==> src/rtl/core/ppd_pkg.sv <==
package ppd_pkg;

  localparam int unsigned CoordBits = 24;
  localparam int unsigned TFracBits = 16;
  localparam int unsigned DistBits  = CoordBits + 1;

  typedef struct packed {
    logic signed [CoordBits-1:0] query_x;
    logic signed [CoordBits-1:0] query_y;
    logic signed [CoordBits-1:0] vertex_x;
    logic signed [CoordBits-1:0] vertex_y;
    logic                        starts_polyline;
    logic                        ends_set;
  } in_item_t;

  typedef struct packed {
    logic [DistBits-1:0] distance;
    logic                none_found;
  } out_item_t;

  // Command passed from front end to back end.
  typedef struct packed {
    logic                        do_seg;
    logic                        ends_set;
    logic signed [CoordBits-1:0] ax;
    logic signed [CoordBits-1:0] ay;
    logic signed [CoordBits-1:0] bx;
    logic signed [CoordBits-1:0] by;
    logic signed [CoordBits-1:0] qx;
    logic signed [CoordBits-1:0] qy;
  } seg_cmd_t;

endpackage

==> src/rtl/core/ppd_fifo.sv <==
module ppd_fifo (
  input  logic              clk_i,
  input  logic              rst_ni,
  input  logic              wr_valid_i,
  output logic              wr_ready_o,
  input  ppd_pkg::seg_cmd_t wr_data_i,
  output logic              rd_valid_o,
  input  logic              rd_ready_i,
  output ppd_pkg::seg_cmd_t rd_data_o
);
  import ppd_pkg::*;

  seg_cmd_t   mem_q [2];
  logic       wp_q, rp_q;
  logic [1:0] cnt_q;
  logic       wr, rd;

  assign wr_ready_o = cnt_q != 2'd2;
  assign rd_valid_o = cnt_q != 2'd0;
  assign rd_data_o  = mem_q[rp_q];
  assign wr = wr_valid_i && wr_ready_o;
  assign rd = rd_valid_o && rd_ready_i;

  always_ff @(posedge clk_i or negedge rst_ni) begin
    if (!rst_ni) begin
      wp_q <= 1'b0;
      rp_q <= 1'b0;
      cnt_q <= '0;
    end else begin
      if (wr) wp_q <= !wp_q;
      if (rd) rp_q <= !rp_q;
      cnt_q <= cnt_q + {1'b0, wr} - {1'b0, rd};
    end
  end

  always_ff @(posedge clk_i) begin
    if (wr) mem_q[wp_q] <= wr_data_i;
  end

endmodule

==> config.mk <==
export PLATFORM = sky130hd
export DESIGN_NAME = ppd_fifo
export DESIGN_NICKNAME = d
export VERILOG_FILES = /design/src/rtl/core/ppd_pkg.sv /design/src/rtl/core/ppd_fifo.sv
export SDC_FILE = /design/constraint.sdc
export NUM_CORES = 1
export LEC_CHECK = 0
export ABC_AREA = 1
export BUFFER_PORTS_ARGS = -buffer_cell sky130_fd_sc_hd__buf_2
export CAP_MARGIN = 25
export CORE_MARGIN = 1.5
export CORE_UTILIZATION = 45
export CTS_BUF_LIST = sky130_fd_sc_hd__clkbuf_8 sky130_fd_sc_hd__clkbuf_16
export DETAILED_ROUTE_END_ITERATION = 8
export PLACE_DENSITY = 0.73
export SYNTH_ARGS = -nofsm -noshare
export SYNTH_HDL_FRONTEND = slang
export SYNTH_SLANG_ARGS = --single-unit
==> constraint.sdc <==
create_clock -name clk_i -period 19.7 [get_ports clk_i]
set_input_delay 0.985 -clock clk_i [delete_from_list [all_inputs] [get_ports clk_i]]
set_output_delay 0.985 -clock clk_i [all_outputs]
set_load 0.02 [all_outputs]
Yosys cells after proc, flatten, opt, wreduce, memory -nomap -nowiden --
Memory sizes are Yosys's and may differ from the RTL's. Cells that the tools add are included.
Operators by class: add/subtract/negate cells 2, reductions and logical operators 5, mux-type cells 2, equal/unequal tests 1
Operators by type and width (count):
- $add 2x1->2 | 1
- $logic_and 1x1->1 | 2
- $logic_not 1->1 | 2
- $mux 1 | 2
- $ne 2x2->1 const B | 1
- $reduce_bool 2->1 | 1
- $sub 2x1->2 | 1
Storage, ports and cells: flip-flop bits (word level) 4, memories kept 1, bits in writable memories 292, output and inout bits 148
Memory list:
- mem_q | depth 2, bits a word 146, rd ports 1, clocked after Yosys merged registers in 0, wr ports 1, line ppd_fifo.sv:13 | seg_cmd_t mem_q [2];

Longest topological paths before layout --
depth in word-level cells 4, gate-level depth with buffers 12, mapped depth without buffers 12

Least setup slack after synthesis --
OpenSTA, ideal clock, no wires.
path type in2reg, from in wr_valid_i, to mem mem_q[1][0] (netlist bit), enable pin, data arrival time 7.182 ns, setup time 0.655 ns, stages on the path 2, slack 11.863 ns, buffers on the path 0, cells stage by stage nand2_1 nor2_1
Between the ends: longest elaborated chain between the ends 3
RTL lines:
- start, declared | line ppd_fifo.sv:4 | input logic wr_valid_i,
- $logic_and 1x1->1 | line ppd_fifo.sv:21 | assign wr = wr_valid_i && wr_ready_o;
- $mux 1 | line ppd_fifo.sv:37 | if (wr) mem_q[wp_q] <= wr_data_i;
- $mux 1 (not written as such) | line ppd_fifo.sv:37
- end, declared | line ppd_fifo.sv:13
Every way passes these cells.

==> impl_metrics.ini <==
[die]
boundaryPins = 298
die_w_microns = 158.5
start_util_pct = 46.08
die_y_microns = 158.5
rows = 56
core_sq_um = 23610
dieArea_sq_um = 25120

[drt]
viasPerCell = 4.731
finalWirelength_microns = 22830
wl_per_cell_microns = 15.83
drt_first_pass_iters = 4
vias = 6822
drc = 0
ant_nets = 0
drtIter0Drc = 413

[grt]
grt_usage_pct = 17.47
grt_pass1_wl_microns = 33680
grt_max_degree = 95
grt_pass1_vias = 6746
antenna_found_initial = 1
grt_overflow_total = 0

[clock_network]
clk_pin_slew_ns = 0.06
clk_latency_ns = 0.55
cts_resized = 0
cts_setup_buffers = 0
ctsHoldBuffers = 0
cts_buffer_depth = 3
cts_tree = done
cts_sinks = 296
cts-htree-levels = 1
numCtsBuffers = 30
clock_tree.root_cell = clkbuf_16

[synth]
synth_cell_types = 15
synth_seq_area_share_pct = 81.50
avgSynthCellArea_sq_um = 13.70
yosysWarnings = 0
synth_nets = 945
ys_seq_elements = 296
syn-cell-area_sq_um = 10880
postSynthCellCount = 794

[timing]
finalSetupTns_ns = 0
rsz0062_at_grt = false
tightest_slew_ns = 1.017
setup_ws_ns = 15.66
setup_viol = 0
hold_ws_ns = 0.2329
relSlewSlack_pct = 32.17
timing.final.crit_share_pct = 20.51
drv_slew = 0
fmax_mhz = 247.5
hold_viol = 0
fin_worst_skew_ns = 0.02146
layout_min_cycle_time_ns = 4.041

[place]
globalplace.congestion = 0.7337
place_ws_ns = 16.14
dp_cells = 1385
numPortBuffers = 297
place_hpwl_microns = 14370

[cells_and_area]
fillers = 1897
antenna_cells = 0
drive_gt1_share_pct = 31.79
nets = 1250
area_growth_syn_to_layout_pct = 25.65
finalNonFillerCells = 1442

[worst_setup_path]
critPathMaxFanout = 54
required_ns = 18.72
critPathLaunchType = flop
worst_r2r_path_depth = 4
end_kind = output port
r2r-start = cnt_q[1]
rr_endpoint = mem_q[1][92]
worstSetupPathType = flop to output port
cp.arrival_ns = 3.06
r2r_slack_ns = 17.58

[power_and_ir_drop]
total_power_mw = 2.245
ir_drop_v = 0.0001147
internal_power_mw = 1.419
pwr-share-seq_pct = 40.6
p_switching_mw = 0.8259
combPwrFrac_pct = 33.6
power.share.switching_pct = 36.79
p_per_area_nw_per_um2 = 164.2
power_leakage_nw = 5.889
p_clk_share_pct = 25.8

[job]
cap_violations = 0

[outcome]
status = finished clean

[hold_path]
hold_class = primary input to async pin
## cells by family after synthesis
group / synth area share, %
xor gates and xnor gates: 0.08050
AOI/OAI and AO/OA: 0.09190
and+or+nand+nor: 15.68
DFF: 81.50
buffers and inverters: 2.529
adders and majority gates: 0.1150
## placed cells by master, fill, tap and decap left out, types with 4 or more instances in the layout
cell / instances
buf_2: 297
buf_4: 6
bufinv_16: 5
clkbuf_16: 31
clkinv_1: 7
clkinv_2: 7
clkinvlp_4: 4
edfxtp_1: 292
inv_1: 8
nand2_1: 447
## power groups by stage
| stage | registers (mW) | clock network (mW) | logic, mW |
|---|---|---|---|
| global route | 0.927 | 0.610 | 0.838 |
| finish | 0.911 | 0.579 | 0.755 |
| floorplan | 0.933 | 0 | 0.526 |
| global placement | 0.921 | 0 | 0.748 |
| detailed placement | 0.927 | 0 | 0.760 |
| CTS | 0.915 | 0.591 | 0.765 |
## worst max-delay path: stages, from the launching register on
cell	delay (ns)
dfrtp_4	0.73
inv_4	0.46
buf_4	0.59
buf_16	0.29
nand2_1	0.09
nand2_1	0.09
buf_2	0.17
## per-stage QoR
| stage | util, % | area (sq um) |
|---|---|---|
| 5_1_grt | 57.91 | 13670 |
| 6_report | 57.91 | 13670 |
| 3_5_place_dp | 53.43 | 12620 |
| 2_1_floorplan | - | 10880 |
| 4_1_cts | 57.79 | 13650 |
| 3_3_place_gp | 53.31 | 12590 |
## worst max path at each step
stage | start | to | slack [ns] | depth (start not counted)
detailed placement | rp_q | rd_data_o[43] | 16.14 | 6
floorplan | wr_valid_i | mem_q[1][0] | 11.86 | 2
finish | rp_q | rd_data_o[81] | 15.66 | 6
global route | rp_q | rd_data_o[7] | 15.38 | 6
global placement | rp_q | rd_data_o[43] | 16.01 | 5
CTS | rp_q | rd_data_o[43] | 15.51 | 6
## flip-flops by register name, indices dropped and copies added, names as in the netlist
name,count
mem_q,292
cnt_q,2
rp_q,1
wp_q,1
## cell type report
type / instances / area, sq um / area share [%]
Clock buffer: 31 / 775.7 / 5.674
Clock inverter: 25 / 254.0 / 1.858
Inverter: 8 / 32.53 / 0.2379
Multi-Input combinational cell: 458 / 1753 / 12.82
Sequential cell: 296 / 8872 / 64.89
Tap cell: 319 / 399.1 / 2.919
Timing Repair Buffer: 305 / 1587 / 11.60
## routing by layer
metal | wire length [microns] | vias up | global-route usage (%) | share of wire (%)
met5 | 12 | - | 0 | 0.053
met4 | 641 | 2 | 5.607 | 2.8
met3 | 2269 | 47 | 6.560 | 9.9
met2 | 11320 | 262 | 30.51 | 50
met1 | 8585 | 3224 | 19.79 | 38
li1 | - | 3287 | - | -
## synthesized netlist by cell type
| master | number | area, sq um |
|---|---|---|
| dfrtp_1 | 4 | 100.1 |
| inv_1 | 7 | 26.28 |
| nand3_1 | 2 | 10.01 |
| buf_4 | 27 | 202.7 |
| ha_1 | 1 | 12.51 |
| o21ai_0 | 1 | 5.000 |
| inv_2 | 1 | 3.750 |
| a21oi_1 | 1 | 5.000 |
| nand2_1 | 447 | 1678 |
| clkbuf_1 | 1 | 3.750 |
| buf_2 | 1 | 5.000 |
| buf_6 | 3 | 33.78 |
| edfxtp_1 | 292 | 8768 |
| nor2_1 | 5 | 18.77 |
| xor2_1 | 1 | 8.760 |
(Power assumes the default switching activity.)
