===== src/rtl/core/ppd_pkg.sv =====
package ppd_pkg;

  localparam int unsigned CoordBits = 24;
  localparam int unsigned TFracBits = 16;
  localparam int unsigned DistBits  = CoordBits + 1;

  typedef struct packed {
    logic signed [CoordBits-1:0] query_x;
    logic signed [CoordBits-1:0] query_y;
    logic signed [CoordBits-1:0] vertex_x;
    logic signed [CoordBits-1:0] vertex_y;
    logic                        starts_polyline;
    logic                        ends_set;
  } in_item_t;

  typedef struct packed {
    logic [DistBits-1:0] distance;
    logic                none_found;
  } out_item_t;

  // Command passed from front end to back end.
  typedef struct packed {
    logic                        do_seg;
    logic                        ends_set;
    logic signed [CoordBits-1:0] ax;
    logic signed [CoordBits-1:0] ay;
    logic signed [CoordBits-1:0] bx;
    logic signed [CoordBits-1:0] by;
    logic signed [CoordBits-1:0] qx;
    logic signed [CoordBits-1:0] qy;
  } seg_cmd_t;

endpackage


===== src/rtl/core/ppd_front.sv =====
module ppd_front (
  input  logic               clk_i,
  input  logic               rst_ni,
  input  logic               in_valid_i,
  output logic               in_ready_o,
  input  ppd_pkg::in_item_t  in_data_i,
  output logic               cmd_valid_o,
  input  logic               cmd_ready_i,
  output ppd_pkg::seg_cmd_t  cmd_o
);
  import ppd_pkg::*;

  logic                 have_prev_q;
  logic [CoordBits-1:0] prev_x_q, prev_y_q;
  logic                 cmd_valid_q;
  seg_cmd_t             cmd_q;
  logic                 take;

  assign in_ready_o  = !cmd_valid_q || cmd_ready_i;
  assign take        = in_valid_i && in_ready_o;
  assign cmd_valid_o = cmd_valid_q;
  assign cmd_o       = cmd_q;

  always_ff @(posedge clk_i or negedge rst_ni) begin
    if (!rst_ni) begin
      have_prev_q <= 1'b0;
      prev_x_q    <= '0;
      prev_y_q    <= '0;
      cmd_valid_q <= 1'b0;
    end else begin
      if (cmd_valid_q && cmd_ready_i) cmd_valid_q <= 1'b0;
      if (take) begin
        cmd_valid_q <= 1'b1;
        prev_x_q    <= in_data_i.vertex_x;
        prev_y_q    <= in_data_i.vertex_y;
        have_prev_q <= !in_data_i.ends_set;
      end
    end
  end

  always_ff @(posedge clk_i) begin
    if (take) begin
      cmd_q.do_seg   <= have_prev_q && !in_data_i.starts_polyline;
      cmd_q.ends_set <= in_data_i.ends_set;
      cmd_q.ax       <= prev_x_q;
      cmd_q.ay       <= prev_y_q;
      cmd_q.bx       <= in_data_i.vertex_x;
      cmd_q.by       <= in_data_i.vertex_y;
      cmd_q.qx       <= in_data_i.query_x;
      cmd_q.qy       <= in_data_i.query_y;
    end
  end

endmodule


===== config.mk =====
export PLATFORM = sky130hd
export DESIGN_NAME = ppd_front
export DESIGN_NICKNAME = d
export VERILOG_FILES = /design/src/rtl/core/ppd_pkg.sv /design/src/rtl/core/ppd_front.sv
export SDC_FILE = /design/constraint.sdc
export NUM_CORES = 1
export LEC_CHECK = 0
export ABC_AREA = 1
export BUFFER_PORTS_ARGS = -buffer_cell sky130_fd_sc_hd__buf_2
export CAP_MARGIN = 20
export CORE_MARGIN = 2
export CORE_UTILIZATION = 48
export CTS_CLUSTER_DIAMETER = 60
export DETAILED_ROUTE_END_ITERATION = 7
export PLACE_DENSITY = 0.79
export SLEW_MARGIN = 20
export SYNTH_ARGS = -nofsm -noshare
export SYNTH_HDL_FRONTEND = slang
export SYNTH_SLANG_ARGS = --single-unit

===== constraint.sdc =====
create_clock -name clk_i -period 5.76 [get_ports clk_i]
set_clock_uncertainty 0.2 [all_clocks]
set_input_delay 1.728 -clock clk_i [delete_from_list [all_inputs] [get_ports clk_i]]
set_output_delay 1.728 -clock clk_i [all_outputs]
set_load 0.005 [all_outputs]

## Word-level counts from Yosys, hierarchy flattened

Index checks and enable logic that the tools add are counted.

- Register bits after elaboration: 196
- Input bits: 102
- Output and inout port bits: 148
- Word-level logic and storage cells: 22

- Mux-type cells: 2
- Reductions and logical operators: 8

Operators by type and width:

| cell | count |
|---|---|
| $logic_and 1x1->1 | 3 |
| $logic_not 1->1 | 3 |
| $mux 1 | 2 |
| $reduce_bool 2->1 | 1 |
| $logic_or 1x1->1 | 1 |

## Longest topological paths before layout

Gate-level depths: netlist of the first run.

- Depth after elaboration: 4
- Depth in mapped cells: 6

## Least setup slack after synthesis of the first run

Ideal clock, no wire load.

- Path type: input -> register
- From: in cmd_ready_i
- To: reg cmd_q, in the netlist cmd_o[0], enable pin
- Setup time: 0.499 ns
- Arrival time: 4.895 ns
- Slack: 0.166 ns
- Cell stages on the path: 5
- Path through: inv_2 nand2_4 nand2_4 buf_2 inv_1

- Cells in the longest elaborated chain, start to end: 2

RTL lines:

| what | RTL line | source |
|---|---|---|
| from (decl) | ppd_front.sv:8 | `input logic cmd_ready_i,` |
| $logic_or 1x1->1 | ppd_front.sv:19 | `assign in_ready_o = !cmd_valid_q \|\| cmd_ready_i;` |
| $logic_and 1x1->1 | ppd_front.sv:20 | `assign take = in_valid_i && in_ready_o;` |
| via take | ppd_front.sv:17 | `logic take;` |
| to (decl) | ppd_front.sv:16 | `seg_cmd_t cmd_q;` |

The timed path passes the listed nets, and every way through them passes these cells.
A chain may end at the register's enable or synchronous reset.

## Final worst setup path of the first run

- From: in cmd_ready_i
- To: out in_ready_o

- Cells in the longest elaborated chain, start to end: 1

RTL lines:

| what | RTL line | source |
|---|---|---|
| $logic_or 1x1->1 | ppd_front.sv:19 |  |
| to (decl) | ppd_front.sv:5 | `output logic in_ready_o,` |

No other way between the ends.

==> flow_summary.ini, run 1 <==
[outcome]
status = completed

[finish]
fin_area_mm2 = 0.00842
fin_util_pct = 64.1
synthToLayoutAreaGrowth_pct = 31.4
drive_above_1_share_pct = 44.9
seq_area_mm2 = 0.00564
nets = 725
multi_input_area_um2 = 643
n_fill_cell = 1008

[synthesis]
synthTopCellsByArea = edfxtp_1, dfrtp_1, nand2_1
synth_fp_nets = 469
synth_area_per_cell_um2 = 17.5
synth_edf_count = 146
synthFlopType = edfxtp_1
synth.largest_area_cell = edfxtp_1
netlist_instances = 367
synth-async-reset-ratio_pct = 25.5
synth_commonest_cells = edfxtp_1, nand2_1, dfrtp_1
synth_top_area_share_pct = 68.5
synth.most_common_cell = edfxtp_1
synth-seq-area-share_pct = 88.0
syn_area_mm2 = 0.00640
ys_ff_latch = 196
ys_warn_count = 0
synth.distinct_cells = 11

[die]
chipHeight_um = 120
rows = 42
initial_core_util_pct = 48.8
die_area_mm2 = 0.0143
io_pins = 250
die_w_um = 120
core_area_mm2 = 0.0131

[route]
drt_wl_total_um = 13700
vias_per_cell = 4.83
ant_nets = 0
firstDrtPassIters = 4
route.detailed.drc = 0
via_count = 3920
drtIter0Drc = 362
avgRoutedWirePerCell_um = 16.9

[timing]
fin_crit_sh_pct = 73.0
hold_viol = 0
tightest_slew_ps = 662
finalSetupTns_ps = 0
fin_crit_ps = 4210
rsz0062_at_grt = false
max_slew_margin_pct = 55.9
setup_violations = 0
fmax_mhz = 238
setup_slack_ps = 1550
maxSlewViolCount = 0

[global_routing]
grt_max_degree = 81
grt_pass1_vias = 3857
track_usage_pct = 19.8
overflow = 0
antenna_found_initial = 1
grt_pass1_wl_um = 20600

[placed_design]
dp_hpwl_um = 9180
placed_cell_area_mm2 = 0.00781
port_buffers = 249
dpl_worst_slack_ps = 1320
gp_congestion = 0.797

[setup_path]
critPathMostFrequentCell = buf_2
end_kind = primary output
cp_top_family = buffers and inverters
cp_slowest_cell = buf_2
crit_chain = buf_2 > inv_2 > nand2_4 > buf_2
critical_path_required_ps = 3830
criticalPathCategory = in -> out
cp-start-kind = input pin
path_max_fanout = 29
cpPeakStageDelay_ps = 210
arrival_ps = 2280
worst-path-buf-inv = 3

[clocking]
postCtsResizedCells = 0
cts_tree = yes
cts_hold_buf = 0
cts_buffers = 17
clock_sinks = 196
clk_transition_reported_paths_ps = 70
post_cts_buffers = 0
cts-htree-levels = 4
clockRootBuffer = clkbuf_16
clockBufferDepth = 2
clock_latency_ps = 420

[power]
ir_drop_mv = 0.192
p_per_area_mw_per_mm2 = 377
leakagePower_nw = 3.77
p_total_mw = 3.17

[hold_path]
worstHoldPathType = reg -> reg

[job]
maxCapViolCount = 0
routing by layer:
layer  global-route usage [%]  vias up  wire [um]
met1                     22.5     1899       5100
met2                     34.3      187       7270
met4                     8.09        0        270
li1                         -     1814          -
met3                     6.65       20       1090
met5                        0        -          0
layout by cell type, fill, tap and decap left out, types with 3 or more instances in the layout:
cell / count
buf_2: 249
buf_4: 3
bufinv_16: 4
clkbuf_16: 17
clkinv_1: 3
dfrtp_1: 50
edfxtp_1: 146
inv_6: 3
nand2_1: 99
nand3_1: 49
report_power, final:
group          internal (mW)  switching (mW)
Combinational         0.0983           0.142
Sequential              1.67          0.0483
Clock                  0.721           0.490
Total                   2.49           0.680
worst paths after layout:
kind                                               start                       end  slack, ps  depth (start not counted)
worst max-delay path                         cmd_ready_i                in_ready_o       1550                          4
worst min-delay path            prev_y_q[10]$_DFFE_PN0P_      cmd_o[106]$_DFFE_PP_        250                          0
worst max register to register   cmd_valid_o$_DFFE_PN0P_      cmd_o[111]$_DFFE_PP_       2980                          4
worst min register to register  prev_y_q[10]$_DFFE_PN0P_      cmd_o[106]$_DFFE_PP_        250                          0
max in group asynchronous                         rst_ni  prev_x_q[17]$_DFFE_PN0P_       3700                          2
min in group asynchronous                         rst_ni  prev_y_q[22]$_DFFE_PN0P_       1210                          2
stage by stage:
stage / cells / hold slack (ps)
after floorplan: 367 / 225
after global placement: 780 / 229
after detailed placement: 780 / 232
after CTS: 811 / 252
after global routing: 812 / 255
final: 812 / 252
registers in the layout (all words and copies together), names as in the netlist:
signal,cells
cmd_o,146
prev_y_q,24
have_prev_q,1
prev_x_q,24
cmd_valid_o,1
logic make-up after synthesis:
logic type             after synthesis  share of synthesized area (%)
DFF                                196                           88.0
and+or+nand+nor                    151                           10.0
buffers and inverters               20                           1.97
cell type report:
class / instances / area share, %
Timing Repair Buffer: 253 / 15.3
Tap cell: 176 / 2.62
Multi-Input combinational cell: 151 / 7.64
Clock inverter: 14 / 2.17
Clock buffer: 17 / 5.05
Sequential cell: 196 / 66.9
Inverter: 4 / 0.238
Antenna cell: 1 / 0.0297
(Power assumes the default switching activity.)
==> run 2: changes to the inputs <==
==> constraint.sdc (replaced) <==
create_clock -name clk_i -period 3.9 [get_ports clk_i]
set_clock_uncertainty 0.2 [all_clocks]
set_input_delay 1.17 -clock clk_i [delete_from_list [all_inputs] [get_ports clk_i]]
set_output_delay 1.17 -clock clk_i [all_outputs]
set_load 0.005 [all_outputs]
==> run 2 against run 1 <==
  * Register-to-register slack got worse by 1200 ps
  * Hold slack got worse by 3.8 ps
  * Global-route usage decreased by 0.61 points
  * Count of clock-buffer cells in the layout unchanged
  * Flip-flop and latch count unchanged
  * Combinational power increased by 50%
  * Highest routed layer unchanged
==> flow_summary.ini, run 2 (synthesis results as in run 1) <==
[setup_path]
regToRegSetupSlack_ps = 1760
end_kind = primary output
critical_path_required_ps = 2530
criticalPathCategory = in -> out
critPathMostFrequentCell = buf_2
cp_top_family = buffers and inverters
r2r_start = cmd_valid_o$_DFFE_PN0P_
worstRegToRegCells = 4
arrival_ps = 1780
worst-path-buf-inv = 3
cpPeakStageDelay_ps = 260
cp-start-kind = input pin
cp_slowest_cell = nand2_4
r2r-end = cmd_o[127]$_DFFE_PP_
path_max_fanout = 29
crit_chain = buf_2 > inv_8 > nand2_4 > buf_2

[power]
ir_drop_mv = 0.284
switching_share_pct = 22.4
clkPwrFrac_pct = 38.4
p_int_mw = 3.65
p_per_area_mw_per_mm2 = 555
pwr-share-comb_pct = 7.6
seq_power_share_pct = 54.0
leakagePower_nw = 3.79
switching_power_mw = 1.05

[global_routing]
grt_max_degree = 70
grt_pass1_vias = 3774
grt_pass1_wl_um = 20300
antenna_found_initial = 1
overflow = 0
track_usage_pct = 19.2

[die]
die_area_mm2 = 0.0143
io_pins = 250
die_w_um = 120
chipHeight_um = 120
rows = 42
initial_core_util_pct = 48.8
core_area_mm2 = 0.0131

[finish]
nets = 726
fin_util_pct = 64.4
synthToLayoutAreaGrowth_pct = 32.1
n_fill_cell = 986
drive_above_1_share_pct = 45.4
largest_reg_flops = 146
mostFrequentLayoutCell = buf_2
layout_common_cells = buf_2, edfxtp_1, nand2_1

[route]
route.detailed.drc = 0
drt_wl_total_um = 13400
avgRoutedWirePerCell_um = 16.4
via_count = 3902
vias_per_cell = 4.79
drtIter0Drc = 280
ant_nets = 0
firstDrtPassIters = 4

[placed_design]
port_buffers = 249
dpl_worst_slack_ps = 738
gp_congestion = 0.783
dp_hpwl_um = 9120

[timing]
tightest_slew_ps = 652
hold_viol = 0
finalSetupTns_ps = 0
fin_crit_ps = 3150
rsz0062_at_grt = false
max_slew_margin_pct = 56.6
maxSlewViolCount = 0
setup_slack_ps = 754
fmax_mhz = 318
setup_violations = 0
fin_crit_sh_pct = 80.7

[clocking]
clockRootBuffer = clkbuf_16
post_cts_buffers = 0
cts_buffers = 17
postCtsResizedCells = 0
clk_transition_reported_paths_ps = 70
clockBufferDepth = 2
cts_tree = yes
cts_hold_buf = 0
clock_latency_ps = 420
clock_sinks = 196
cts-htree-levels = 4

[hold_path]
hold_end = cmd_o[96]$_DFFE_PP_
hold_depth = 0
worstHoldPathType = reg -> reg
worstHoldStart = prev_y_q[0]$_DFFE_PN0P_

[outcome]
status = completed

[job]
maxCapViolCount = 0
run 2: cell count changes in the layout (fill, tap and decap cells not counted), moves of 2 or more:
| cell | delta |
|---|---|
| clkinv_1 | -2 |
| clkinv_2 | -2 |
| clkinv_4 | +2 |
| inv_6 | +2 |
| inv_8 | +3 |
run 2: routing by layer:
| metal | up-vias | part of all wire (%) | track usage (%) |
|---|---|---|---|
| met4 | 0 | 1.7 | 7.35 |
| met5 | - | 0 | 0 |
| met1 | 1863 | 38 | 23.4 |
| met3 | 20 | 7.9 | 5.56 |
| met2 | 202 | 53 | 32.5 |
| li1 | 1817 | - | - |
run 2: worst max path at each step:
stage                      from                 end  slack, ps  cells after the start
finish              cmd_ready_i          in_ready_o        750                      4
global route        cmd_ready_i          in_ready_o        690                      4
CTS                 cmd_ready_i          in_ready_o        730                      4
detailed placement  cmd_ready_i          in_ready_o        740                      4
global placement    cmd_ready_i          in_ready_o        740                      4
floorplan            in_valid_i  cmd_o[0]$_DFFE_PP_       -320                      4
run 2: per-stage QoR:
stage               power [mW]  hold slack, ps  area [um^2]  cells
global route              4.88             253         8460    814
finish                    4.70             248         8460    814
detailed placement        2.95             231         7840    781
floorplan                 2.72             225         6430    367
global placement          2.92             231         7830    781
CTS                       4.74             247         8460    813
run 2: final cells by class:
type	instances	area (um^2)	area share (%)
diodes	1	2.50	0.0296
multi-input cells	151	643	7.60
well taps	176	220	2.60
repair buffers	254	1310	15.5
flip-flops and latches	196	5640	66.6
clock buffers	17	425	5.03
clock inverters	15	194	2.29
inverters	4	26.3	0.311
run 2: power by group through the flow:
stage	combinational [mW]	clock [mW]	sequential [mW]
floorplan	0.135	0	2.59
global placement	0.353	0	2.57
detailed placement	0.366	0	2.58
CTS	0.367	1.84	2.54
global route	0.402	1.92	2.55
finish	0.359	1.80	2.54
run 2: worst register-to-register path, stage by stage (launching register included):
cell        delay (ps)
dfrtp_1            420
nand2_4            290
nand2_4            110
clkinvlp_4         340
buf_12             380
==> run 3: changes to the inputs <==
--- a/config.mk
+++ b/config.mk
@@ -9,10 +9,10 @@
 export BUFFER_PORTS_ARGS = -buffer_cell sky130_fd_sc_hd__buf_2
 export CAP_MARGIN = 20
 export CORE_MARGIN = 2
-export CORE_UTILIZATION = 48
+export CORE_UTILIZATION = 43
 export CTS_CLUSTER_DIAMETER = 60
 export DETAILED_ROUTE_END_ITERATION = 7
-export PLACE_DENSITY = 0.79
+export PLACE_DENSITY = 0.75
 export SLEW_MARGIN = 20
 export SYNTH_ARGS = -nofsm -noshare
 export SYNTH_HDL_FRONTEND = slang
==> constraint.sdc (replaced) <==
create_clock -name clk_i -period 2.7 [get_ports clk_i]
set_clock_uncertainty 0.2 [all_clocks]
set_input_delay 0.81 -clock clk_i [delete_from_list [all_inputs] [get_ports clk_i]]
set_output_delay 0.81 -clock clk_i [all_outputs]
set_load 0.005 [all_outputs]
==> run 3 against run 2 <==
  * Core utilization decreased by 6.2 points
  * Total power increased by 41%
  * Final area about the same
  * Register-to-register slack got worse by 870 ps
  * Largest cell class unchanged
  * Critical path type unchanged
  * Global-route usage decreased by 1.8 points
==> flow_summary.ini, run 3 (synthesis results as in run 1) <==
[timing]
setup_violations = 0
rsz0062_at_grt = false
tightest_slew_ps = 547
hold_viol = 0
maxSlewViolCount = 0
fmax_mhz = 451
max_slew_margin_pct = 63.5
setup_slack_ps = 485
holdWs_ps = 164
fin_crit_ps = 2220
fin_crit_sh_pct = 82.0

[route]
wl_met1_um = 5450
highest_layer = met4
firstDrtPassIters = 5
ant_nets = 0
route.detailed.drc = 0
drt_wl_total_um = 13600
via_count = 3917
met2_length_um = 6740
avgRoutedWirePerCell_um = 16.6
drtIter0Drc = 235
vias_per_cell = 4.75
dr_wl_met3_um = 1270

[finish]
fin_util_pct = 58.2
largest_reg_flops = 146
antenna_cells = 0
layout_common_cells = buf_2, edfxtp_1, nand2_1
drive_above_1_share_pct = 45.2
mostFrequentLayoutCell = buf_2
n_fill_cell = 1159
nets = 729
synthToLayoutAreaGrowth_pct = 32.0

[power]
switching_power_mw = 1.45
pwr-share-comb_pct = 8.1
p_int_mw = 5.15
clkPwrFrac_pct = 36.5
seq_power_share_pct = 55.4
p_total_mw = 6.61
leakagePower_nw = 3.78
p_per_area_mw_per_mm2 = 781
switching_share_pct = 22.0
ir_drop_mv = 0.396

[hold_path]
worstHoldPathType = in -> async

[clocking]
postCtsResizedCells = 0
clockRootBuffer = clkbuf_16
cts_hold_buf = 0
cts-htree-levels = 4
clockBufferDepth = 2
clk_transition_reported_paths_ps = 70
clock_latency_ps = 420
cts_buffers = 17
clock_sinks = 196
post_cts_buffers = 0
cts_tree = yes

[setup_path]
cp-start-kind = input pin
path_max_fanout = 7
regToRegSetupSlack_ps = 890
end_kind = primary output
r2r_start = cmd_valid_o$_DFFE_PN0P_
worstRegToRegCells = 4
r2r-end = cmd_o[42]$_DFFE_PP_
critical_path_required_ps = 1690
criticalPathCategory = in -> out
arrival_ps = 1210

[die]
core_area_mm2 = 0.0145
chipHeight_um = 126
die_w_um = 126
initial_core_util_pct = 44.1
rows = 44
io_pins = 250
die_area_mm2 = 0.0159

[outcome]
status = completed

[global_routing]
antenna_found_initial = 0
grt_pass1_wl_um = 21000
track_usage_pct = 17.4
overflow = 0
grt_max_degree = 58
grt_pass1_vias = 3894

[placed_design]
dp_hpwl_um = 9530
gp_congestion = 0.740
dpl_worst_slack_ps = 309
port_buffers = 249

[job]
maxCapViolCount = 0
## run 3: how the worst max path moves through the flow
stage / start / end / slack (ps)
after detailed placement: cmd_ready_i / cmd_o[11]$_DFFE_PP_ / 310
final: cmd_ready_i / in_ready_o / 480
after global placement: cmd_ready_i / cmd_o[42]$_DFFE_PP_ / 380
after CTS: cmd_ready_i / in_ready_o / 480
after floorplan: in_valid_i / cmd_o[0]$_DFFE_PP_ / -1160
after global routing: cmd_ready_i / in_ready_o / 450
## run 3: final cells by class
type	instances	area (um^2)	area share (%)
inverter	4	26.3	0.311
clock buffer	19	433	5.12
sequential	196	5640	66.6
clock inverter	13	133	1.57
tap	184	230	2.72
timing repair buffer	257	1360	16.0
multi-input combinational	151	643	7.60
## run 3: worst max-delay path, stage by stage
cell     delay (ps)
buf_2           130
inv_8            50
nand2_4          70
buf_2           140
## run 3: power groups by stage
stage / registers, mW / logic [mW] / clock network (mW)
after CTS: 3.66 / 0.550 / 2.47
after detailed placement: 3.72 / 0.548 / 0
final: 3.66 / 0.536 / 2.41
after global placement: 3.71 / 0.531 / 0
after floorplan: 3.74 / 0.195 / 0
after global routing: 3.69 / 0.604 / 2.60
## run 3: metal layers
layer	track usage [%]	vias up
met5	0	-
met4	5.43	0
met3	6.63	15
met2	27.3	194
met1	22.6	1884
li1	-	1824
## run 3: through the flow
| step | instance area, um^2 | instances | setup TNS [ps] |
|---|---|---|---|
| 6_report | 8460 | 824 | 0 |
| 5_1_grt | 8460 | 824 | 0 |
| 4_1_cts | 8460 | 824 | 0 |
| 3_5_place_dp | 7890 | 792 | 0 |
| 3_3_place_gp | 7890 | 792 | 0 |
| 2_1_floorplan | 6430 | 367 | -169790 |
